<file path="src/assert_macros.svh">
// assertion helpers shared by the rtl
`ifndef ASSERT_MACROS_SVH
`define ASSERT_MACROS_SVH

`ifndef SYNTH

// check on every rising aclk edge outside reset
`define ASSERT_CLKD(label, prop) \
    label: assert property (@(posedge aclk) disable iff (!aresetn) prop) \
        else $error("assertion failed");

// check on every rising aclk edge, reset included
`define ASSERT_ALWAYS(label, prop) \
    label: assert property (@(posedge aclk) prop) \
        else $error("assertion failed");

`else

`define ASSERT_CLKD(label, prop)
`define ASSERT_ALWAYS(label, prop)

`endif

`endif

</file>
<file path="src/drs_pkg.sv">
`default_nettype none

package drs_pkg;

    // default capacity and reset value of the top cylinder
    localparam int unsigned MAX_REQUESTS_DEF = 32;
    localparam logic [15:0] MAX_CYL_RESET    = 16'd199;

    // scheduling modes
    localparam logic [1:0] MODE_FCFS  = 2'd0;
    localparam logic [1:0] MODE_SCAN  = 2'd1;
    localparam logic [1:0] MODE_CSCAN = 2'd2;

    // configuration register indexes
    localparam logic [1:0] REG_MODE    = 2'd0;
    localparam logic [1:0] REG_HEAD    = 2'd1;
    localparam logic [1:0] REG_MAX_CYL = 2'd2;

    // input beat
    typedef struct packed {
        logic [15:0] request_track;
        logic        last_request;
    } req_t;

    // result beat
    typedef struct packed {
        logic [15:0] served_track;
        logic [15:0] move_distance;
        logic [20:0] total_movement;
        logic [5:0]  request_count;
        logic        last_served;
    } res_t;

endpackage

`default_nettype wire

</file>
<file path="src/disk_request_scheduler.sv">
// disk request scheduler
//
// s_ channel: one request beat per cycle while loading; last_request closes
// the batch. Requests past capacity are dropped, but their last marker still
// closes the batch. cfg_we/cfg_index/cfg_wdata write mode, head_start and
// max_cylinder; write them only while the block is idle.
// m_ channel: the service order, one beat per result, last_served on the
// final one. FCFS gives n results, SCAN n+1, C-SCAN n+2.
// After the last beat, SCAN and C-SCAN first run an insertion sort over the
// request memory, which has one write and one registered read port, then scan
// for the first request at or above the head. Each stored result is then read
// from the memory and emitted; top and zero turnaround results need no read.
// s_ready is low from the last beat until the final result is loaded into
// the output register. A stalled receiver holds the output register and the
// sequencer waits; a new batch may load while the final result waits.
// Reset: synchronous, active low; empties the batch, drops any pending result
// and returns the registers to mode FCFS, head 0, top cylinder 199. The
// request memory is not cleared: only written entries are ever read.
`default_nettype none

`include "assert_macros.svh"

module disk_request_scheduler #(
    parameter int unsigned MAX_REQUESTS = drs_pkg::MAX_REQUESTS_DEF
) (
    input  wire logic         aclk,
    input  wire logic         aresetn,
    input  wire logic         cfg_we,
    input  wire logic [1:0]   cfg_index,
    input  wire logic [15:0]  cfg_wdata,
    input  wire logic         s_valid,
    output logic              s_ready,
    input  wire drs_pkg::req_t s_data,
    output logic              m_valid,
    input  wire logic         m_ready,
    output drs_pkg::res_t     m_data
);

    import drs_pkg::*;

    localparam int unsigned CW = $clog2(MAX_REQUESTS + 1);
    localparam int unsigned AW = (MAX_REQUESTS > 1) ? $clog2(MAX_REQUESTS) : 1;

    typedef enum logic [11:0] {
        S_LOAD      = 12'b0000_0000_0001,
        S_START     = 12'b0000_0000_0010,
        S_SORT_RD   = 12'b0000_0000_0100,
        S_SORT_X    = 12'b0000_0000_1000,
        S_SORT_CMP  = 12'b0000_0001_0000,
        S_SORT_PUT  = 12'b0000_0010_0000,
        S_FIND_RD   = 12'b0000_0100_0000,
        S_FIND_CMP  = 12'b0000_1000_0000,
        S_EMIT_RD   = 12'b0001_0000_0000,
        S_EMIT_WR   = 12'b0010_0000_0000,
        S_EMIT_TOP  = 12'b0100_0000_0000,
        S_EMIT_ZERO = 12'b1000_0000_0000
    } state_t;

    typedef enum logic [1:0] {
        SEG_UP,
        SEG_DN,
        SEG_CU
    } seg_t;

    // configuration registers
    logic [1:0]  mode_reg;
    logic [15:0] head_start_reg;
    logic [15:0] max_cyl_reg;

    // sequencer state
    state_t          state_reg, state_next;
    seg_t            seg_reg, seg_next;
    logic [CW-1:0]   count_reg, count_next;
    logic [CW-1:0]   i_reg, i_next;
    logic [CW-1:0]   j_reg, j_next;
    logic [CW-1:0]   idx_reg, idx_next;
    logic [CW-1:0]   first_reg, first_next;
    logic [15:0]     x_reg, x_next;
    logic [15:0]     pos_reg, pos_next;
    logic [20:0]     tot_reg, tot_next;

    // output register
    logic            m_valid_reg;
    res_t            m_data_reg;

    // request memory
    logic [15:0]     mem [MAX_REQUESTS];
    logic [15:0]     rd_data_reg;
    logic            wr_en, rd_en;
    logic [AW-1:0]   wr_addr, rd_addr;
    logic [15:0]     wr_data;

    // datapath helpers
    logic            s_fire, out_free, is_sort;
    logic [15:0]     head, rd_clamp;
    logic [CW-1:0]   i_m1, j_m2, first_m1;
    logic            emit_fire, emit_last;
    logic [15:0]     emit_trk, emit_dist;

    // configuration writes
    always_ff @(posedge aclk) begin
        if (!aresetn) begin
            mode_reg       <= MODE_FCFS;
            head_start_reg <= 16'd0;
            max_cyl_reg    <= MAX_CYL_RESET;
        end else if (cfg_we) begin
            case (cfg_index)
                REG_MODE:    mode_reg       <= cfg_wdata[1:0];
                REG_HEAD:    head_start_reg <= cfg_wdata;
                REG_MAX_CYL: max_cyl_reg    <= cfg_wdata;
                default:     ;
            endcase
        end
    end

    // request memory, one write and one registered read per cycle
    always_ff @(posedge aclk) begin
        if (wr_en) begin
            mem[wr_addr] <= wr_data;
        end
        if (rd_en) begin
            rd_data_reg <= mem[rd_addr];
        end
    end

    // clamping and small arithmetic
    assign head     = (head_start_reg > max_cyl_reg) ? max_cyl_reg : head_start_reg;
    assign rd_clamp = (rd_data_reg > max_cyl_reg) ? max_cyl_reg : rd_data_reg;
    assign i_m1     = i_reg - CW'(1);
    assign j_m2     = j_reg - CW'(2);
    assign first_m1 = first_reg - CW'(1);
    assign s_ready  = (state_reg == S_LOAD);
    assign s_fire   = s_valid && s_ready;
    assign out_free = !m_valid_reg || m_ready;

    always_comb begin
        is_sort = mode_reg inside {MODE_SCAN, MODE_CSCAN};
    end

    // result selection for the emit states
    always_comb begin
        emit_trk = rd_clamp;
        case (state_reg)
            S_EMIT_TOP:  emit_trk = max_cyl_reg;
            S_EMIT_ZERO: emit_trk = 16'd0;
            default:     emit_trk = rd_clamp;
        endcase
        emit_dist = (emit_trk >= pos_reg) ? (emit_trk - pos_reg) : (pos_reg - emit_trk);
        emit_fire = out_free && ((state_reg == S_EMIT_WR) || (state_reg == S_EMIT_TOP)
                                 || (state_reg == S_EMIT_ZERO));
    end

    // sequencer
    always_comb begin
        state_next = state_reg;
        seg_next   = seg_reg;
        count_next = count_reg;
        i_next     = i_reg;
        j_next     = j_reg;
        idx_next   = idx_reg;
        first_next = first_reg;
        x_next     = x_reg;
        pos_next   = pos_reg;
        tot_next   = tot_reg;
        wr_en      = 1'b0;
        wr_addr    = count_reg[AW-1:0];
        wr_data    = s_data.request_track;
        rd_en      = 1'b0;
        rd_addr    = i_reg[AW-1:0];
        emit_last  = 1'b0;

        case (state_reg)
            // collect requests
            S_LOAD: begin
                if (s_fire) begin
                    if (count_reg < CW'(MAX_REQUESTS)) begin
                        wr_en      = 1'b1;
                        count_next = count_reg + CW'(1);
                    end
                    if (s_data.last_request) begin
                        state_next = S_START;
                    end
                end
            end

            // batch closed, pick the path
            S_START: begin
                pos_next   = head;
                tot_next   = 21'd0;
                first_next = '0;
                i_next     = CW'(1);
                if (!is_sort) begin
                    seg_next   = SEG_UP;
                    idx_next   = '0;
                    state_next = S_EMIT_RD;
                end else if (count_reg <= CW'(1)) begin
                    state_next = S_FIND_RD;
                end else begin
                    state_next = S_SORT_RD;
                end
            end

            // insertion sort: fetch the element to insert
            S_SORT_RD: begin
                rd_en      = 1'b1;
                rd_addr    = i_reg[AW-1:0];
                state_next = S_SORT_X;
            end

            S_SORT_X: begin
                x_next     = rd_clamp;
                j_next     = i_reg;
                rd_en      = 1'b1;
                rd_addr    = i_m1[AW-1:0];
                state_next = S_SORT_CMP;
            end

            // shift larger neighbors up, or drop the element in place
            S_SORT_CMP: begin
                wr_en   = 1'b1;
                wr_addr = j_reg[AW-1:0];
                if (rd_clamp > x_reg) begin
                    wr_data = rd_clamp;
                    j_next  = j_reg - CW'(1);
                    if (j_reg == CW'(1)) begin
                        state_next = S_SORT_PUT;
                    end else begin
                        rd_en   = 1'b1;
                        rd_addr = j_m2[AW-1:0];
                    end
                end else begin
                    wr_data = x_reg;
                    if ((i_reg + CW'(1)) < count_reg) begin
                        i_next     = i_reg + CW'(1);
                        state_next = S_SORT_RD;
                    end else begin
                        state_next = S_FIND_RD;
                    end
                end
            end

            S_SORT_PUT: begin
                wr_en   = 1'b1;
                wr_addr = '0;
                wr_data = x_reg;
                if ((i_reg + CW'(1)) < count_reg) begin
                    i_next     = i_reg + CW'(1);
                    state_next = S_SORT_RD;
                end else begin
                    state_next = S_FIND_RD;
                end
            end

            // find the first sorted request at or above the head
            S_FIND_RD: begin
                seg_next = SEG_UP;
                idx_next = first_reg;
                if (first_reg == count_reg) begin
                    state_next = S_EMIT_TOP;
                end else begin
                    rd_en      = 1'b1;
                    rd_addr    = first_reg[AW-1:0];
                    state_next = S_FIND_CMP;
                end
            end

            S_FIND_CMP: begin
                if (rd_clamp < head) begin
                    first_next = first_reg + CW'(1);
                    state_next = S_FIND_RD;
                end else begin
                    seg_next   = SEG_UP;
                    idx_next   = first_reg;
                    state_next = S_EMIT_RD;
                end
            end

            // emission from the store
            S_EMIT_RD: begin
                rd_en      = 1'b1;
                rd_addr    = idx_reg[AW-1:0];
                state_next = S_EMIT_WR;
            end

            S_EMIT_WR: begin
                case (seg_reg)
                    SEG_UP: begin
                        if ((idx_reg + CW'(1)) < count_reg) begin
                            if (emit_fire) begin
                                idx_next   = idx_reg + CW'(1);
                                state_next = S_EMIT_RD;
                            end
                        end else if (!is_sort) begin
                            emit_last = 1'b1;
                        end else if (emit_fire) begin
                            state_next = S_EMIT_TOP;
                        end
                    end
                    SEG_DN: begin
                        if (idx_reg == '0) begin
                            emit_last = 1'b1;
                        end else if (emit_fire) begin
                            idx_next   = idx_reg - CW'(1);
                            state_next = S_EMIT_RD;
                        end
                    end
                    SEG_CU: begin
                        if ((idx_reg + CW'(1)) == first_reg) begin
                            emit_last = 1'b1;
                        end else if (emit_fire) begin
                            idx_next   = idx_reg + CW'(1);
                            state_next = S_EMIT_RD;
                        end
                    end
                    default: emit_last = 1'b1;
                endcase
            end

            // turnaround at the top cylinder
            S_EMIT_TOP: begin
                if (mode_reg == MODE_CSCAN) begin
                    if (emit_fire) begin
                        state_next = S_EMIT_ZERO;
                    end
                end else if (first_reg == '0) begin
                    emit_last = 1'b1;
                end else if (emit_fire) begin
                    seg_next   = SEG_DN;
                    idx_next   = first_m1;
                    state_next = S_EMIT_RD;
                end
            end

            // jump back to cylinder zero
            S_EMIT_ZERO: begin
                if (first_reg == '0) begin
                    emit_last = 1'b1;
                end else if (emit_fire) begin
                    seg_next   = SEG_CU;
                    idx_next   = '0;
                    state_next = S_EMIT_RD;
                end
            end

            default: state_next = S_LOAD;
        endcase

        // bookkeeping for an emitted result
        if (emit_fire) begin
            pos_next = emit_trk;
            tot_next = tot_reg + 21'(emit_dist);
            if (emit_last) begin
                count_next = '0;
                state_next = S_LOAD;
            end
        end
    end

    always_ff @(posedge aclk) begin
        if (!aresetn) begin
            state_reg <= S_LOAD;
            count_reg <= '0;
        end else begin
            state_reg <= state_next;
            count_reg <= count_next;
        end
    end

    always_ff @(posedge aclk) begin
        seg_reg   <= seg_next;
        i_reg     <= i_next;
        j_reg     <= j_next;
        idx_reg   <= idx_next;
        first_reg <= first_next;
        x_reg     <= x_next;
        pos_reg   <= pos_next;
        tot_reg   <= tot_next;
    end

    // output register
    always_ff @(posedge aclk) begin
        if (!aresetn) begin
            m_valid_reg <= 1'b0;
        end else if (emit_fire) begin
            m_valid_reg <= 1'b1;
        end else if (m_ready) begin
            m_valid_reg <= 1'b0;
        end
    end

    always_ff @(posedge aclk) begin
        if (emit_fire) begin
            m_data_reg.served_track   <= emit_trk;
            m_data_reg.move_distance  <= emit_dist;
            m_data_reg.total_movement <= tot_next;
            m_data_reg.request_count  <= 6'(count_reg);
            m_data_reg.last_served    <= emit_last;
        end
    end

    assign m_valid = m_valid_reg;
    assign m_data  = m_data_reg;

    // the batch never holds more than the capacity
    `ASSERT_CLKD(a_count_cap, count_reg <= CW'(MAX_REQUESTS))
    // the final result of a batch reopens loading with an empty store
    `ASSERT_CLKD(a_last_reopens, (emit_fire && emit_last) |=> (s_ready && count_reg == '0))
    // sort writes stay inside the stored batch
    `ASSERT_CLKD(a_sort_wr_range, (wr_en && state_reg != S_LOAD) |-> (CW'(wr_addr) < count_reg))
    // the insertion index stays between one and the element being inserted
    `ASSERT_CLKD(a_sort_j_range, (state_reg == S_SORT_CMP) |-> (j_reg != '0 && j_reg <= i_reg))

endmodule

`default_nettype wire

</file>
<file path="config.mk">
export PLATFORM = sky130hd
export DESIGN_NAME = disk_request_scheduler
export DESIGN_NICKNAME = d
export VERILOG_FILES = /design/src/drs_pkg.sv /design/src/disk_request_scheduler.sv
export VERILOG_INCLUDE_DIRS = /design/src /design/src/src
export SDC_FILE = /design/constraint.sdc
export NUM_CORES = 1
export LEC_CHECK = 0
export BUFFER_PORTS_ARGS = -buffer_cell sky130_fd_sc_hd__buf_2
export CAP_MARGIN = 10
export CORE_MARGIN = 4
export CORE_UTILIZATION = 25
export DETAILED_ROUTE_END_ITERATION = 16
export MAX_ROUTING_LAYER = met4
export PLACE_DENSITY = 0.5
export RECOVER_POWER = 25
export SLEW_MARGIN = 20
export SYNTH_ARGS = -nofsm -noshare
export SYNTH_HDL_FRONTEND = slang
export SYNTH_SLANG_ARGS = --single-unit
</file>
<file path="constraint.sdc">
create_clock -name aclk -period 15.5 [get_ports aclk]
set_input_delay 0 -clock aclk [delete_from_list [all_inputs] [get_ports aclk]]
set_output_delay 0 -clock aclk [all_outputs]
set_load 0.1 [all_outputs]
</file>
======== Word level (Yosys, flattened, before mapping) ========
Memories as Yosys holds them, arrays and structs flattened. A register that Yosys moved wholly into a read port is not among the register bits.
Index checks and enable logic that the tools add are counted.
storage, ports and cells
  logic and storage cells ................. 195
  bits in writable memories ............... 512
  output and inout port bits .............. 62
  register bits ........................... 192
  memory bits (read-only) ................. 0
  memories ................................ 1
  bits in latches ......................... 0
memories
  memory  words  width  rd ports  clocked after Yosys merged registers in  wr ports  RTL line                      source
  mem     32     16     1         1                                        1         disk_request_scheduler.sv:87  logic [15:0] mem [MAX_REQUESTS];
cells by class
  shifts and indexed selects .............. 0
  bitwise logic cells ..................... 0
  equality and inequality tests ........... 36
  $mul .................................... 0
  add/sub/neg operators ................... 12
  reduce and logical (&&, ||, !) cells .... 28
  div/mod/pow operators ................... 0
  mux-type cells .......................... 90
  $lt $le $gt $ge ......................... 9
operators by type and width
  operator                                          count
  2-to-1 mux 12 bit                                 15
  one-hot mux 12 bit (12 select lines)              1
  2-to-1 mux 6 bit                                  21
  2-to-1 mux 16 bit                                 6
  one-hot mux 16 bit (2 select lines)               2
  > comparator 16 bit                               3
  2-to-1 mux 21 bit                                 2
  one-hot mux 12 bit (3 select lines)               1
  one-hot mux 6 bit (3 select lines)                2
  one-hot mux 6 bit (6 select lines)                1
  subtractor 16 bit                                 2
  adder 6 x 1 -> 6 bit, second input constant       4
  one-hot mux 6 bit (2 select lines)                2
  adder 21 x 16 -> 21 bit                           1
  inequality test 2 bit, second input constant      10
  one-hot mux 5 bit (4 select lines)                1
  2-to-1 mux 9 bit                                  2
  subtractor 6 x 1 -> 6 bit, second input constant  3
  >= comparator 16 bit                              1
  < comparator 16 bit                               1
  2-to-1 mux 1 bit                                  15
  2-to-1 mux 5 bit                                  3
  2-to-1 mux 2 bit                                  7
  2-to-1 mux 7 bit                                  2
  other kinds (42)                                  67

======== Depth between registers and ports, before layout ========
Gate-level depths: netlist of run 1.
  word-level depth ........................ 11
  mapped depth ............................ 37
  gate-level depth less buffers ........... 35

======== Worst setup path before layout of run 1 ========
Ideal clock, no wire load.
  path kind ............................... flip-flop to flip-flop
  start point ............................. reg max_cyl_reg[1]
  end point ............................... reg m_data_reg, in the netlist m_data[22], data pin
  period minus slack after synthesis ...... 7452 ps
  setup slack ............................. 8048 ps
  setup time .............................. 261 ps
  buffers on the path ..................... 3
  data required time ...................... 15239 ps
  arrival ................................. 7191 ps
  cell stages (with the launch flop) ...... 35
  cell sequence ........................... dfxtp_1 > inv_1 > ha_1 > nor2b_1 > o21a_1 > o21a_1 > o21ai_0 > a21oi_1 > o22ai_1 > clkbuf_1 > o21ai_0 > a22oi_1 > inv_1 > ha_1 > nor2b_1 > o21ai_0 > nand2b_1 > a21o_1 > a21o_1 > a31o_2 > o21bai_1 > a31oi_1 > clkbuf_1 > buf_1 > mux2i_1 > ha_1 > a21o_1 > a21o_1 > a2111oi_0 > nor4_1 > nor3_1 > nor3_1 > o31a_1 > or3_1 > a31o_2
between the ends
  word-level cells in the longest chain between the ends .. 7
ends and longest elaborated chain
  what                                 RTL line                       source
  start: declaration                   disk_request_scheduler.sv:68   logic [15:0] max_cyl_reg;
  start signal: assignment             disk_request_scheduler.sv:110  REG_MAX_CYL: max_cyl_reg <= cfg_wdata;
  > comparator 16 bit                  disk_request_scheduler.sv:128  assign rd_clamp = (rd_data_reg > max_cyl_reg) ? max_cyl_reg : rd_data_reg;
  2-to-1 mux 16 bit                    disk_request_scheduler.sv:128
  via rd_clamp[2]                      disk_request_scheduler.sv:95   logic [15:0] head, rd_clamp;
  one-hot mux 16 bit (2 select lines)  disk_request_scheduler.sv:143  case (state_reg)
  via emit_trk[2]                      disk_request_scheduler.sv:98   logic [15:0] emit_trk, emit_dist;
  >= comparator 16 bit                 disk_request_scheduler.sv:148  emit_dist = (emit_trk >= pos_reg) ? (emit_trk - pos_reg) : (pos_reg - emit_trk);
  2-to-1 mux 16 bit                    disk_request_scheduler.sv:148
  via emit_dist[1]                     disk_request_scheduler.sv:98
  adder 21 x 16 -> 21 bit              disk_request_scheduler.sv:351  tot_next = tot_reg + 21'(emit_dist);
  2-to-1 mux 21 bit                    disk_request_scheduler.sv:349  if (emit_fire) begin
  via tot_next[15]                     disk_request_scheduler.sv:80   logic [20:0] tot_reg, tot_next;
  end: declaration                     disk_request_scheduler.sv:84   res_t m_data_reg;
The timed path passes the listed nets, and every way through them passes these cells.
A chain may end at the register's enable or synchronous reset.

======== Worst setup path in the final report of run 1 ========
  start point ............................. reg max_cyl_reg[1]
  end point ............................... reg rd_data_reg[14], read port of mem, data pin
between the ends
  word-level cells in the longest chain between the ends .. 5
ends and longest elaborated chain
  what                                                                                      RTL line                       source
  > comparator 16 bit (*)                                                                   disk_request_scheduler.sv:128
  2-to-1 mux 16 bit (*)                                                                     disk_request_scheduler.sv:128
  via rd_clamp[14]                                                                          disk_request_scheduler.sv:95
  > comparator 16 bit (*)                                                                   disk_request_scheduler.sv:222  if (rd_clamp > x_reg) begin
  2-to-1 mux 5 bit or 2-to-1 mux 1 bit (tied branches)                                      disk_request_scheduler.sv:222
  one-hot mux 5 bit (4 select lines) or one-hot mux 1 bit (3 select lines) (tied branches)  disk_request_scheduler.sv:172  case (state_reg)
  end: declaration                                                                          disk_request_scheduler.sv:88   logic [15:0] rd_data_reg;
The timed path passes the listed nets; every way through them passes the cells marked *.

==> run_summary.xml, run 1 <==
<?xml version="1.0" encoding="UTF-8"?>
<metrics>
  <group name="timing">
    <metric name="setup_viol_count_final" unit="">0</metric>
    <metric name="setup_total_negative_slack" unit="ns">0</metric>
    <metric name="maxSlewHeadroom" unit="%">-153.4</metric>
    <metric name="timing.clock.skew" unit="ns">0.04959</metric>
    <metric name="tightest_pin_transition" unit="ns">3.800</metric>
    <metric name="count_of_endpoints_failing_hold_in_the_final_timing_report" unit="">0</metric>
    <metric name="period_minus_slack" unit="ns">9.048</metric>
    <metric name="timing.fmax" unit="MHz">110.5</metric>
    <metric name="final_max_slew_viols" unit="">85</metric>
    <metric name="rsz0062_at_grt" unit="">no</metric>
    <metric name="final.period_utilization" unit="%">58.38</metric>
  </group>
  <group name="synthesis">
    <metric name="syn_avg_cell_area" unit="µm²">11.94</metric>
    <metric name="netlist_top_cells_area" unit="">sky130_fd_sc_hd__edfxtp_1 58%, sky130_fd_sc_hd__nand2_1 6.1%, sky130_fd_sc_hd__ha_1 5.1%</metric>
    <metric name="share_of_the_synthesized_area_in_compound_gates_ao_oa_aoi_oai" unit="%">13.41</metric>
    <metric name="gate_count_of_the_mapped_netlist" unit="">2809</metric>
    <metric name="async_flop_share" unit="%">0</metric>
    <metric name="post_synth_fa_ha_maj_area_fraction" unit="%">5.288</metric>
    <metric name="seq_cells_post_synth" unit="">720</metric>
    <metric name="synth-edff-count" unit="">646</metric>
    <metric name="ys_seq_area_share" unit="%">62.23</metric>
    <metric name="post_synthesis_net_count" unit="">2989</metric>
    <metric name="synth_cell_type_count" unit="">73</metric>
    <metric name="synth_top_family_by_area" unit="">compound AO/OA/AOI/OAI gates</metric>
    <metric name="syn-cell-area" unit="µm²">33550</metric>
    <metric name="synth_mux_area_share" unit="%">1.529</metric>
    <metric name="post-synth-top-area-cell" unit="">sky130_fd_sc_hd__edfxtp_1</metric>
    <metric name="post_synthesis_simple_gate_area_fraction" unit="%">12.16</metric>
    <metric name="ys_dominant_reg_cell" unit="">sky130_fd_sc_hd__edfxtp_1</metric>
    <metric name="count_of_synthesis_stage_warnings_from_yosys" unit="">0</metric>
    <metric name="yosysTopAreaCellShare" unit="%">57.81</metric>
    <metric name="synth-xor-area-share" unit="%">1.932</metric>
  </group>
  <group name="drt">
    <metric name="wl_per_cell" unit="µm">20.87</metric>
    <metric name="pre_antenna_drt_iters" unit="">7</metric>
    <metric name="vias_per_cell" unit="">4.822</metric>
    <metric name="final_antenna_net_count" unit="">0</metric>
    <metric name="drc" unit="">0</metric>
    <metric name="vias" unit="">22950</metric>
    <metric name="totalWireLength" unit="mm">99.30</metric>
    <metric name="drt-initial-drc-count" unit="">2187</metric>
  </group>
  <group name="finish">
    <metric name="nets" unit="">3101</metric>
    <metric name="area.sequential" unit="µm²">20880</metric>
    <metric name="finalInstanceArea" unit="µm²">38820</metric>
    <metric name="flip_flop_count_of_the_largest_register_all_copies_and_words_added" unit="">512</metric>
    <metric name="post_route_cells_drive_above_1_share" unit="%">8.750</metric>
    <metric name="multi_input_comb_area" unit="µm²">11570</metric>
    <metric name="fill_cells" unit="">13830</metric>
    <metric name="final_cells" unit="">4759</metric>
    <metric name="final_core_util" unit="%">29.09</metric>
    <metric name="areaGrowthSynthToFinish" unit="%">15.70</metric>
  </group>
  <group name="outcome">
    <metric name="run_status" unit="">complete, but fails checks</metric>
    <metric name="failing_checks" unit="">capacitance limit, slew limit</metric>
  </group>
  <group name="global_routing">
    <metric name="grt_pass1_wl" unit="mm">145.6</metric>
    <metric name="total_track_usage" unit="%">14.06</metric>
    <metric name="vias_in_the_first_global_route" unit="">21660</metric>
    <metric name="grt_overflow_total" unit="">0</metric>
    <metric name="grt_start_max_net_pins" unit="">101</metric>
    <metric name="grt_antenna_before_repair" unit="">8</metric>
  </group>
  <group name="setup_path">
    <metric name="timing.critical_path.from_type" unit="">flop</metric>
    <metric name="worstPathCellList" unit="">inv_1 -&gt; ha_1 -&gt; nor2b_1 -&gt; o21a_1 -&gt; o21a_1 -&gt; o21ai_0 -&gt; a21oi_1 -&gt; o22ai_1 -&gt; clkbuf_1 -&gt; o21ai_0 -&gt; ha_1 -&gt; nand4_1 -&gt; or4_1 -&gt; nor2_1 -&gt; or4_1 -&gt; nor2_1 -&gt; a221oi_1 -&gt; and2_4 -&gt; buf_4 -&gt; a21oi_1 -&gt; a32oi_1 -&gt; o22ai_1 -&gt; nor4_2</metric>
    <metric name="crit_path_max_incr_delay" unit="ns">0.91</metric>
    <metric name="crit_type" unit="">flop to flop</metric>
    <metric name="kind_of_capture_point_of_the_worst_setup_path" unit="">flop</metric>
    <metric name="worst-path-max-fanout" unit="">92</metric>
    <metric name="cp_slowest_cell" unit="">sky130_fd_sc_hd__buf_4</metric>
    <metric name="cp.required" unit="ns">15.87</metric>
    <metric name="worst-endpoint-arrival" unit="ns">9.42</metric>
  </group>
  <group name="placed_design">
    <metric name="place_inst" unit="">4583</metric>
    <metric name="port_buffers" unit="">101</metric>
    <metric name="dp.final_hpwl" unit="mm">64.02</metric>
    <metric name="final_weighted_congestion_of_routability_driven_global_placement" unit="">0.8430</metric>
    <metric name="postPlaceCellArea" unit="µm²">36060</metric>
  </group>
  <group name="power">
    <metric name="p_per_area" unit="nW/µm²">110.5</metric>
    <metric name="peak_supply_drop" unit="mV">0.08932</metric>
    <metric name="power.total" unit="mW">4.290</metric>
    <metric name="leakage" unit="nW">13.65</metric>
  </group>
  <group name="clocking">
    <metric name="cts.repair.resized" unit="">0</metric>
    <metric name="clock_pin_slew_on_the_worst_setup_and_hold_paths" unit="ns">0.07</metric>
    <metric name="clock_tree_from_tritoncts" unit="">built</metric>
    <metric name="cts-htree-levels" unit="">3</metric>
    <metric name="insertion_delay" unit="ns">0.70</metric>
    <metric name="clock_tree_sinks" unit="">720</metric>
    <metric name="cts-root-to-sink-buffers" unit="">3</metric>
    <metric name="root_buffer" unit="">sky130_fd_sc_hd__clkbuf_16</metric>
    <metric name="post_cts.repair.setup_buffers" unit="">0</metric>
    <metric name="tritoncts_buffer_count" unit="">78</metric>
  </group>
  <group name="floorplanning">
    <metric name="start_util" unit="%">25.14</metric>
    <metric name="dieHeight" unit="µm">374.4</metric>
    <metric name="floorplan.die_area" unit="µm²">140100</metric>
    <metric name="fp.dieW" unit="µm">374.4</metric>
    <metric name="core_region_area" unit="µm²">133500</metric>
    <metric name="rows" unit="">134</metric>
    <metric name="ios" unit="">102</metric>
  </group>
  <group name="worst_hold_path">
    <metric name="hold_path_class" unit="">input pin to flop</metric>
  </group>
  <group name="run">
    <metric name="drv_cap" unit="">2</metric>
  </group>
</metrics>
## worst paths after layout
check	startpoint	end	slack [ns]	depth (start not counted)
setup / recovery	max_cyl_reg[1]$_SDFFE_PN1P_	rd_data_reg[14]$_DFFE_PP_	6.45	23
hold / removal	s_data[1]	mem[9][0]$_DFFE_PP_	0.09	4
hold reg to reg	tot_reg[20]$_DFF_P_	tot_reg[20]$_DFF_P_	0.46	1
setup reg to reg	max_cyl_reg[1]$_SDFFE_PN1P_	rd_data_reg[14]$_DFFE_PP_	6.45	23
## metal layers
metal	track usage, %	vias to the layer above	wire length (µm)
li1	-	10700	-
met1	19.67	11450	46400
met4	2.505	0	1538
met2	21.28	685	44580
met3	2.931	114	6779
met5	-	-	0
## cell usage after synthesis, drive strengths merged, types with 74 or more instances
| library cell | count |
|---|---|
| clkbuf | 78 |
| ha | 137 |
| edfxtp | 646 |
| o21ai | 84 |
| o22ai | 74 |
| nand2 | 550 |
| a32oi | 128 |
| a21oi | 192 |
| buf | 85 |
| nor2 | 107 |
| dfxtp | 74 |
| inv | 97 |
## kinds of logic after synthesis
logic type	after synthesis
compound gates	667
mux	51
buf+inv	260
simple gates	897
xor+xnor	74
fa+ha+maj	140
flops	720
## power breakdown
group | total [mW] | internal (mW) | switching (mW) | leakage (nW)
Combinational | 0.230 | 0.0760 | 0.154 | 5.94
Sequential | 2.15 | 2.13 | 0.0136 | 6.44
Clock | 1.91 | 1.09 | 0.823 | 1.26
## placed cells by master (no fill, tap or decap), drive strengths merged, types with 34 or more instances in the layout
cell	netlist	layout
edfxtp	646	646
nand2	550	550
a21oi	192	192
clkbuf	78	174
ha	137	137
a32oi	128	128
nor2	107	107
inv	97	98
buf	85	91
o21ai	84	84
o22ai	74	74
dfxtp	74	74
a21o	49	49
mux2i	49	49
nand3	46	46
xnor2	43	43
nor2b	39	39
clkinv	0	34
## area by class of cell
cell class	instances	area share, %
Sequential cell	720	53.78
Inverter	97	0.9379
Clock buffer	95	5.269
Multi-Input combinational cell	1829	29.80
Tap cell	1768	5.698
Clock inverter	47	1.483
Timing Repair Buffer	195	2.975
Antenna cell	8	0.05157
## per-stage QoR
step	hold WS, ns	setup slack [ns]
2_1_floorplan	0.1241	8.048
3_3_place_gp	0.2604	7.065
3_5_place_dp	0.2756	7.124
4_1_cts	0.06413	7.066
5_1_grt	0.09525	5.838
6_report	0.09047	6.452
## what timing repair did
item                                    in CTS  in global routing
endpoints found under the setup margin       0                  0
hold buffers                                25                  0
endpoints found under the hold margin       41                  0
## critical path, delay by kind of cell, from the launching register on
family | cells | cell delay (ns)
AO/OA/AOI/OAI | 10 | 2.69
adder cells (fa/ha/maj) | 2 | 0.80
buffers and inverters | 3 | 1.75
flip-flops | 1 | 0.35
AND/OR/NAND/NOR | 8 | 3.06
Note: power is estimated with default switching activity, not from simulation.
==> inputs of run 2 (changes only) <==
--- a/config.mk
+++ b/config.mk
@@ -12,7 +12,7 @@
 export CORE_UTILIZATION = 25
 export DETAILED_ROUTE_END_ITERATION = 16
 export MAX_ROUTING_LAYER = met4
-export PLACE_DENSITY = 0.5
+export PLACE_DENSITY = 0.51
 export RECOVER_POWER = 25
 export SLEW_MARGIN = 20
 export SYNTH_ARGS = -nofsm -noshare
==> constraint.sdc (replaced) <==
create_clock -name aclk -period 7.65 [get_ports aclk]
set_input_delay 0 -clock aclk [delete_from_list [all_inputs] [get_ports aclk]]
set_output_delay 0 -clock aclk [all_outputs]
set_load 0.1 [all_outputs]
==> run 2 against run 1 <==
Net effect:
- the flow still finishes with violations (capacitance limit, slew limit)
- sequential share of layout area down 0.65 points
- routed wire length down 0.42%
- via count up 0.43%
- power up 100%
- worst setup slack worse by 6.0 ns
- design area up 1.2%
- critical path depth up 8
- combinational power up 110%
- clock power up 100%
- non-clock buffer count up 51
- critical path type unchanged
- critical endpoint is now m_data[22]$_DFFE_PP_
- largest cell class unchanged
==> run_summary.xml, run 2 (synthesis gave the netlist of run 1 again) <==
<?xml version="1.0" encoding="UTF-8"?>
<metrics>
  <group name="drt">
    <metric name="vias_per_cell" unit="">4.788</metric>
    <metric name="final_antenna_net_count" unit="">0</metric>
    <metric name="routed_wire_length_on_met2" unit="mm">43.55</metric>
    <metric name="totalWireLength" unit="mm">98.88</metric>
    <metric name="wl_per_cell" unit="µm">20.54</metric>
    <metric name="top_layer" unit="">met4</metric>
    <metric name="pre_antenna_drt_iters" unit="">6</metric>
    <metric name="drc" unit="">0</metric>
    <metric name="vias" unit="">23050</metric>
    <metric name="routedLengthMet1" unit="mm">45.39</metric>
    <metric name="drt-initial-drc-count" unit="">1771</metric>
    <metric name="dr_wl_met3" unit="mm">7.356</metric>
  </group>
  <group name="clocking">
    <metric name="clock_tree_from_tritoncts" unit="">built</metric>
    <metric name="clock_pin_slew_on_the_worst_setup_and_hold_paths" unit="ns">0.06</metric>
    <metric name="cts-root-to-sink-buffers" unit="">3</metric>
    <metric name="clock_tree_sinks" unit="">720</metric>
    <metric name="insertion_delay" unit="ns">0.68</metric>
    <metric name="cts-htree-levels" unit="">3</metric>
    <metric name="root_buffer" unit="">sky130_fd_sc_hd__clkbuf_16</metric>
    <metric name="tritoncts_buffer_count" unit="">78</metric>
  </group>
  <group name="timing">
    <metric name="setup_total_negative_slack" unit="ns">0</metric>
    <metric name="timing.fmax" unit="MHz">138.4</metric>
    <metric name="hold-worst-slack" unit="ns">0.1097</metric>
    <metric name="timing.clock.skew" unit="ns">0.03884</metric>
    <metric name="tightest_pin_transition" unit="ns">1.958</metric>
    <metric name="setup_viol_count_final" unit="">0</metric>
    <metric name="final.period_utilization" unit="%">94.45</metric>
    <metric name="final_max_slew_viols" unit="">18</metric>
    <metric name="count_of_endpoints_failing_hold_in_the_final_timing_report" unit="">0</metric>
    <metric name="maxSlewHeadroom" unit="%">-31.90</metric>
    <metric name="period_minus_slack" unit="ns">7.225</metric>
  </group>
  <group name="finish">
    <metric name="post_route_cells_drive_above_1_share" unit="%">9.914</metric>
    <metric name="fill_cells" unit="">13730</metric>
    <metric name="areaGrowthSynthToFinish" unit="%">17.12</metric>
    <metric name="nets" unit="">3152</metric>
    <metric name="flip_flop_count_of_the_largest_register_all_copies_and_words_added" unit="">512</metric>
    <metric name="layout_common_cells" unit="">646 x sky130_fd_sc_hd__edfxtp_1, 547 x sky130_fd_sc_hd__nand2_1, 189 x sky130_fd_sc_hd__a21oi_1</metric>
    <metric name="most_common_library_cell_in_the_layout_ignoring_fill_and_taps" unit="">sky130_fd_sc_hd__edfxtp_1</metric>
  </group>
  <group name="placed_design">
    <metric name="final_weighted_congestion_of_routability_driven_global_placement" unit="">0.8845</metric>
    <metric name="dp.final_hpwl" unit="mm">64.69</metric>
    <metric name="port_buffers" unit="">101</metric>
  </group>
  <group name="power">
    <metric name="peak_supply_drop" unit="mV">0.1463</metric>
    <metric name="p_per_area" unit="nW/µm²">220.5</metric>
    <metric name="leakage" unit="nW">13.91</metric>
    <metric name="power.share.clock" unit="%">44.2</metric>
    <metric name="power.total" unit="mW">8.667</metric>
    <metric name="combinationalPowerShare" unit="%">5.6</metric>
    <metric name="power.switching_fraction" unit="%">23.23</metric>
    <metric name="switching_power_total" unit="mW">2.014</metric>
    <metric name="cellInternalPower" unit="mW">6.653</metric>
    <metric name="p_seq_share" unit="%">50.2</metric>
  </group>
  <group name="setup_path">
    <metric name="crit_type" unit="">flop to flop</metric>
    <metric name="cp_common_cell" unit="">sky130_fd_sc_hd__a21o_1</metric>
    <metric name="timing.critical_path.from_type" unit="">flop</metric>
    <metric name="kind_of_capture_point_of_the_worst_setup_path" unit="">flop</metric>
    <metric name="cp_slowest_cell" unit="">sky130_fd_sc_hd__a2111oi_4</metric>
    <metric name="worst-endpoint-arrival" unit="ns">7.64</metric>
    <metric name="cp.required" unit="ns">8.06</metric>
    <metric name="worst-path-max-fanout" unit="">7</metric>
    <metric name="crit_path_max_incr_delay" unit="ns">0.40</metric>
  </group>
  <group name="floorplanning">
    <metric name="start_util" unit="%">25.14</metric>
    <metric name="rows" unit="">134</metric>
    <metric name="ios" unit="">102</metric>
    <metric name="core_region_area" unit="µm²">133500</metric>
    <metric name="fp.dieW" unit="µm">374.4</metric>
    <metric name="dieHeight" unit="µm">374.4</metric>
    <metric name="floorplan.die_area" unit="µm²">140100</metric>
  </group>
  <group name="global_routing">
    <metric name="vias_in_the_first_global_route" unit="">21960</metric>
    <metric name="total_track_usage" unit="%">14.05</metric>
    <metric name="grt_overflow_total" unit="">0</metric>
    <metric name="grt_pass1_wl" unit="mm">145.6</metric>
    <metric name="grt_start_max_net_pins" unit="">93</metric>
    <metric name="grt_antenna_before_repair" unit="">9</metric>
  </group>
  <group name="outcome">
    <metric name="failing_checks" unit="">capacitance limit, slew limit</metric>
    <metric name="run_status" unit="">complete, but fails checks</metric>
  </group>
  <group name="worst_hold_path">
    <metric name="hold_path_class" unit="">input pin to flop</metric>
  </group>
  <group name="run">
    <metric name="drv_cap" unit="">1</metric>
  </group>
</metrics>
## run 2: power groups by stage
| stage | registers [mW] | clock network (mW) | logic [mW] |
|---|---|---|---|
| final | 4.35 | 3.83 | 0.486 |
| after global routing | 4.35 | 4.09 | 0.531 |
| after CTS | 4.35 | 3.92 | 0.483 |
| after detailed placement | 4.43 | 0 | 0.469 |
| after global placement | 4.43 | 0 | 0.466 |
| after floorplan | 4.42 | 0 | 0.293 |
## run 2: what timing repair did
item	CTS	global route
hold endpoints to repair	40	0
setup endpoints to repair	3	17
gates cloned	0	0
gates resized for setup	1	19
pin swaps	0	4
setup buffers	0	2
hold buffers	25	0
## run 2: path summary, 6_finish.rpt
path | startpoint | end | slack (ns) | cells past startpoint
max | max_cyl_reg[1]$_SDFFE_PN1P_ | m_data[22]$_DFFE_PP_ | 0.42 | 31
min | s_data[3] | mem[1][2]$_DFFE_PP_ | 0.11 | 3
max reg2reg | max_cyl_reg[1]$_SDFFE_PN1P_ | m_data[22]$_DFFE_PP_ | 0.42 | 31
min reg2reg | tot_reg[20]$_DFF_P_ | tot_reg[20]$_DFF_P_ | 0.46 | 1
## run 2: worst max-delay path: cells and delay by family, from the launching register on
kind,cells,cell delay [ns]
compound gates,16,3.52
xor+xnor,1,0.21
fa+ha+maj,4,1.07
buf+inv,1,0.09
flops,1,0.36
mux,2,0.61
simple gates,7,1.11
## run 2: cell type report
cell class	count	area (µm²)	share of cell area, %
multi-input cells	1829	11610	29.54
repair buffers	246	1628	4.142
diodes	9	22.52	0.05731
flip-flops and latches	720	20880	53.13
well taps	1768	2212	5.629
clock buffers	102	2135	5.432
clock inverters	42	447.9	1.140
inverters	97	364.1	0.9265
## run 2: through the flow
stage	util, %	std cells	area [µm²]	worst slack [ns]
6_report	29.44	4813	39300	0.4247
5_1_grt	29.44	4809	39290	-0.001030
4_1_cts	29.49	4802	39360	0.04156
3_5_place_dp	27.37	4633	36520	-0.02855
3_3_place_gp	27.37	4633	36520	0.08504
2_1_floorplan	-	2809	33550	0.1980
## run 2: per-layer routing
metal	up-vias	track usage, %
met4	0	3.994
met3	143	3.391
met1	11360	19.05
li1	10820	-
met2	731	20.90
met5	-	-
==> inputs of run 3 (changes only) <==
--- a/config.mk
+++ b/config.mk
@@ -9,10 +9,10 @@
 export BUFFER_PORTS_ARGS = -buffer_cell sky130_fd_sc_hd__buf_2
 export CAP_MARGIN = 10
 export CORE_MARGIN = 4
-export CORE_UTILIZATION = 25
+export CORE_UTILIZATION = 63
 export DETAILED_ROUTE_END_ITERATION = 16
 export MAX_ROUTING_LAYER = met4
-export PLACE_DENSITY = 0.51
+export PLACE_DENSITY = 0.92
 export RECOVER_POWER = 25
 export SLEW_MARGIN = 20
 export SYNTH_ARGS = -nofsm -noshare
==> constraint.sdc (replaced) <==
create_clock -name aclk -period 7.3 [get_ports aclk]
set_input_delay 0 -clock aclk [delete_from_list [all_inputs] [get_ports aclk]]
set_output_delay 0 -clock aclk [all_outputs]
set_load 0.1 [all_outputs]
==> run 3 against run 2 <==
Net effect:
- the flow still finishes with violations (capacitance limit, slew limit)
- count of clock-buffer cells in the layout down 3
- utilization grew 42 points
- first-iteration DRC count grew 81%
- hold slack gained 0.063 ns
- clock power barely moved
- combinational power increased by 4.7%
- cell count decreased by 23%
- largest power group unchanged
==> run_summary.xml, run 3 (synthesis gave the netlist of run 1 again) <==
<?xml version="1.0" encoding="UTF-8"?>
<metrics>
  <group name="placed_design">
    <metric name="dp.final_hpwl" unit="mm">61.17</metric>
    <metric name="final_weighted_congestion_of_routability_driven_global_placement" unit="">0.9346</metric>
    <metric name="port_buffers" unit="">101</metric>
  </group>
  <group name="setup_path">
    <metric name="crit_type" unit="">flop to flop</metric>
    <metric name="cp_slowest_cell" unit="">sky130_fd_sc_hd__and2_4</metric>
    <metric name="rr_startpoint" unit="">max_cyl_reg[1]$_SDFFE_PN1P_</metric>
    <metric name="cp.required" unit="ns">7.70</metric>
    <metric name="kind_of_capture_point_of_the_worst_setup_path" unit="">flop</metric>
    <metric name="worst-endpoint-arrival" unit="ns">7.64</metric>
    <metric name="crit_path_max_incr_delay" unit="ns">0.64</metric>
    <metric name="timing.critical_path.from" unit="">max_cyl_reg[1]$_SDFFE_PN1P_</metric>
    <metric name="reg2reg_depth" unit="">27</metric>
    <metric name="worst-path-max-fanout" unit="">40</metric>
    <metric name="timing.critical_path.from_type" unit="">flop</metric>
  </group>
  <group name="floorplanning">
    <metric name="rows" unit="">84</metric>
    <metric name="ios" unit="">102</metric>
    <metric name="floorplan.die_area" unit="µm²">57020</metric>
    <metric name="core_region_area" unit="µm²">52660</metric>
    <metric name="dieHeight" unit="µm">238.8</metric>
    <metric name="fp.dieW" unit="µm">238.8</metric>
    <metric name="start_util" unit="%">63.72</metric>
  </group>
  <group name="timing">
    <metric name="hold-worst-slack" unit="ns">0.1726</metric>
    <metric name="final_max_slew_viols" unit="">101</metric>
    <metric name="period_minus_slack" unit="ns">7.242</metric>
    <metric name="tightest_pin_transition" unit="ns">3.165</metric>
    <metric name="timing.clock.skew" unit="ns">0.05556</metric>
    <metric name="setup_total_negative_slack" unit="ns">0</metric>
    <metric name="final.period_utilization" unit="%">99.20</metric>
    <metric name="maxSlewHeadroom" unit="%">-111.0</metric>
    <metric name="setup_viol_count_final" unit="">0</metric>
    <metric name="timing.fmax" unit="MHz">138.1</metric>
    <metric name="count_of_endpoints_failing_hold_in_the_final_timing_report" unit="">0</metric>
  </group>
  <group name="clocking">
    <metric name="insertion_delay" unit="ns">0.67</metric>
    <metric name="cts-htree-levels" unit="">3</metric>
    <metric name="clock_tree_sinks" unit="">720</metric>
    <metric name="clock_pin_slew_on_the_worst_setup_and_hold_paths" unit="ns">0.06</metric>
    <metric name="root_buffer" unit="">sky130_fd_sc_hd__clkbuf_16</metric>
    <metric name="tritoncts_buffer_count" unit="">75</metric>
    <metric name="clock_tree_from_tritoncts" unit="">built</metric>
    <metric name="cts-root-to-sink-buffers" unit="">3</metric>
  </group>
  <group name="drt">
    <metric name="totalWireLength" unit="mm">96.10</metric>
    <metric name="wl_per_cell" unit="µm">25.84</metric>
    <metric name="final_antenna_net_count" unit="">0</metric>
    <metric name="drc" unit="">0</metric>
    <metric name="drt-initial-drc-count" unit="">3202</metric>
    <metric name="vias_per_cell" unit="">6.672</metric>
    <metric name="vias" unit="">24810</metric>
    <metric name="pre_antenna_drt_iters" unit="">8</metric>
  </group>
  <group name="global_routing">
    <metric name="total_track_usage" unit="%">33.94</metric>
    <metric name="vias_in_the_first_global_route" unit="">24270</metric>
    <metric name="grt_start_max_net_pins" unit="">72</metric>
    <metric name="grt_pass1_wl" unit="mm">143.7</metric>
    <metric name="grt_antenna_before_repair" unit="">9</metric>
    <metric name="grt_overflow_total" unit="">0</metric>
  </group>
  <group name="power">
    <metric name="switching_power_total" unit="mW">2.047</metric>
    <metric name="combinationalPowerShare" unit="%">5.7</metric>
    <metric name="power.share.clock" unit="%">42.8</metric>
    <metric name="cellInternalPower" unit="mW">6.823</metric>
    <metric name="leakage" unit="nW">13.82</metric>
    <metric name="p_per_area" unit="nW/µm²">234.9</metric>
    <metric name="power.switching_fraction" unit="%">23.07</metric>
    <metric name="peak_supply_drop" unit="mV">0.2919</metric>
    <metric name="p_seq_share" unit="%">51.4</metric>
  </group>
  <group name="worst_hold_path">
    <metric name="worstHoldPathCells" unit="">4</metric>
    <metric name="hold_path_class" unit="">input pin to flop</metric>
    <metric name="worstHoldStart" unit="">cfg_wdata[11]</metric>
  </group>
  <group name="finish">
    <metric name="flip_flop_count_of_the_largest_register_all_copies_and_words_added" unit="">512</metric>
    <metric name="nets" unit="">3141</metric>
    <metric name="most_common_library_cell_in_the_layout_ignoring_fill_and_taps" unit="">sky130_fd_sc_hd__edfxtp_1</metric>
    <metric name="areaGrowthSynthToFinish" unit="%">12.54</metric>
    <metric name="layout_common_cells" unit="">646 x sky130_fd_sc_hd__edfxtp_1, 546 x sky130_fd_sc_hd__nand2_1, 189 x sky130_fd_sc_hd__a21oi_1</metric>
    <metric name="post_route_cells_drive_above_1_share" unit="%">10.23</metric>
  </group>
  <group name="run">
    <metric name="drv_cap" unit="">3</metric>
  </group>
  <group name="outcome">
    <metric name="run_status" unit="">complete, but fails checks</metric>
    <metric name="failing_checks" unit="">capacitance limit, slew limit</metric>
  </group>
</metrics>
==> run 3: metal layers <==
| metal | up-vias | wire length (µm) | track usage, % | part of all wire, % |
|---|---|---|---|---|
| li1 | 10780 | - | - | - |
| met3 | 376 | 10930 | 6.680 | 11 |
| met4 | 0 | 5852 | 16.82 | 6.1 |
| met5 | - | 0 | - | 0 |
| met2 | 1838 | 45460 | 54.19 | 47 |
| met1 | 11820 | 33860 | 41.81 | 35 |
==> run 3: final cells by class <==
type,instances,area [µm²]
clock inverters,39,467.9
multi-input cells,1829,11670
fillers,3365,14900
repair buffers,238,1530
flip-flops and latches,720,20880
inverters,97,364.1
clock buffers,99,1967
diodes,9,22.52
well taps,688,860.8
==> run 3: worst paths after layout <==
path | end | slack (ns)
max | rd_data_reg[13]$_DFFE_PP_ | 0.06
min reg2reg | tot_reg[20]$_DFF_P_ | 0.46
min | max_cyl_reg[11]$_SDFFE_PN0P_ | 0.17
max reg2reg | rd_data_reg[13]$_DFFE_PP_ | 0.06
==> run 3: what timing repair did <==
action,4_1_cts,5_1_grt
endpoints found under the setup margin,13,21
pin swaps,4,11
hold endpoints to repair,39,0
buffers inserted,1,5
hold buffers,26,0
gates resized for setup,12,18
==> run 3: worst max-delay path: cells and delay by family, from the launching register on <==
kind	cells	cell delay [ns]
AOI/OAI and AO/OA	11	2.21
DFF	1	0.34
adders and majority gates	2	0.63
buffers and inverters	6	1.47
and+or+nand+nor	8	2.27
==> run 3: power groups by stage <==
stage | combinational [mW] | clock [mW] | sequential, mW
detailed placement | 0.474 | 0 | 4.65
finish | 0.509 | 3.80 | 4.56
CTS | 0.493 | 3.81 | 4.56
global route | 0.542 | 3.99 | 4.56
floorplan | 0.307 | 0 | 4.63
global placement | 0.455 | 0 | 4.65
==> run 3: through the flow <==
stage	instances	area [µm²]	setup slack [ns]	util, %	total power [mW]
2_1_floorplan	2809	33560	0.08866	-	4.942
5_1_grt	3718	37760	-0.05857	71.71	9.097
6_report	3719	37760	0.05846	71.71	8.869
3_3_place_gp	3540	35020	0.009765	66.51	5.101
3_5_place_dp	3540	35020	-0.1613	66.51	5.122
4_1_cts	3705	37770	0.05155	71.72	8.862
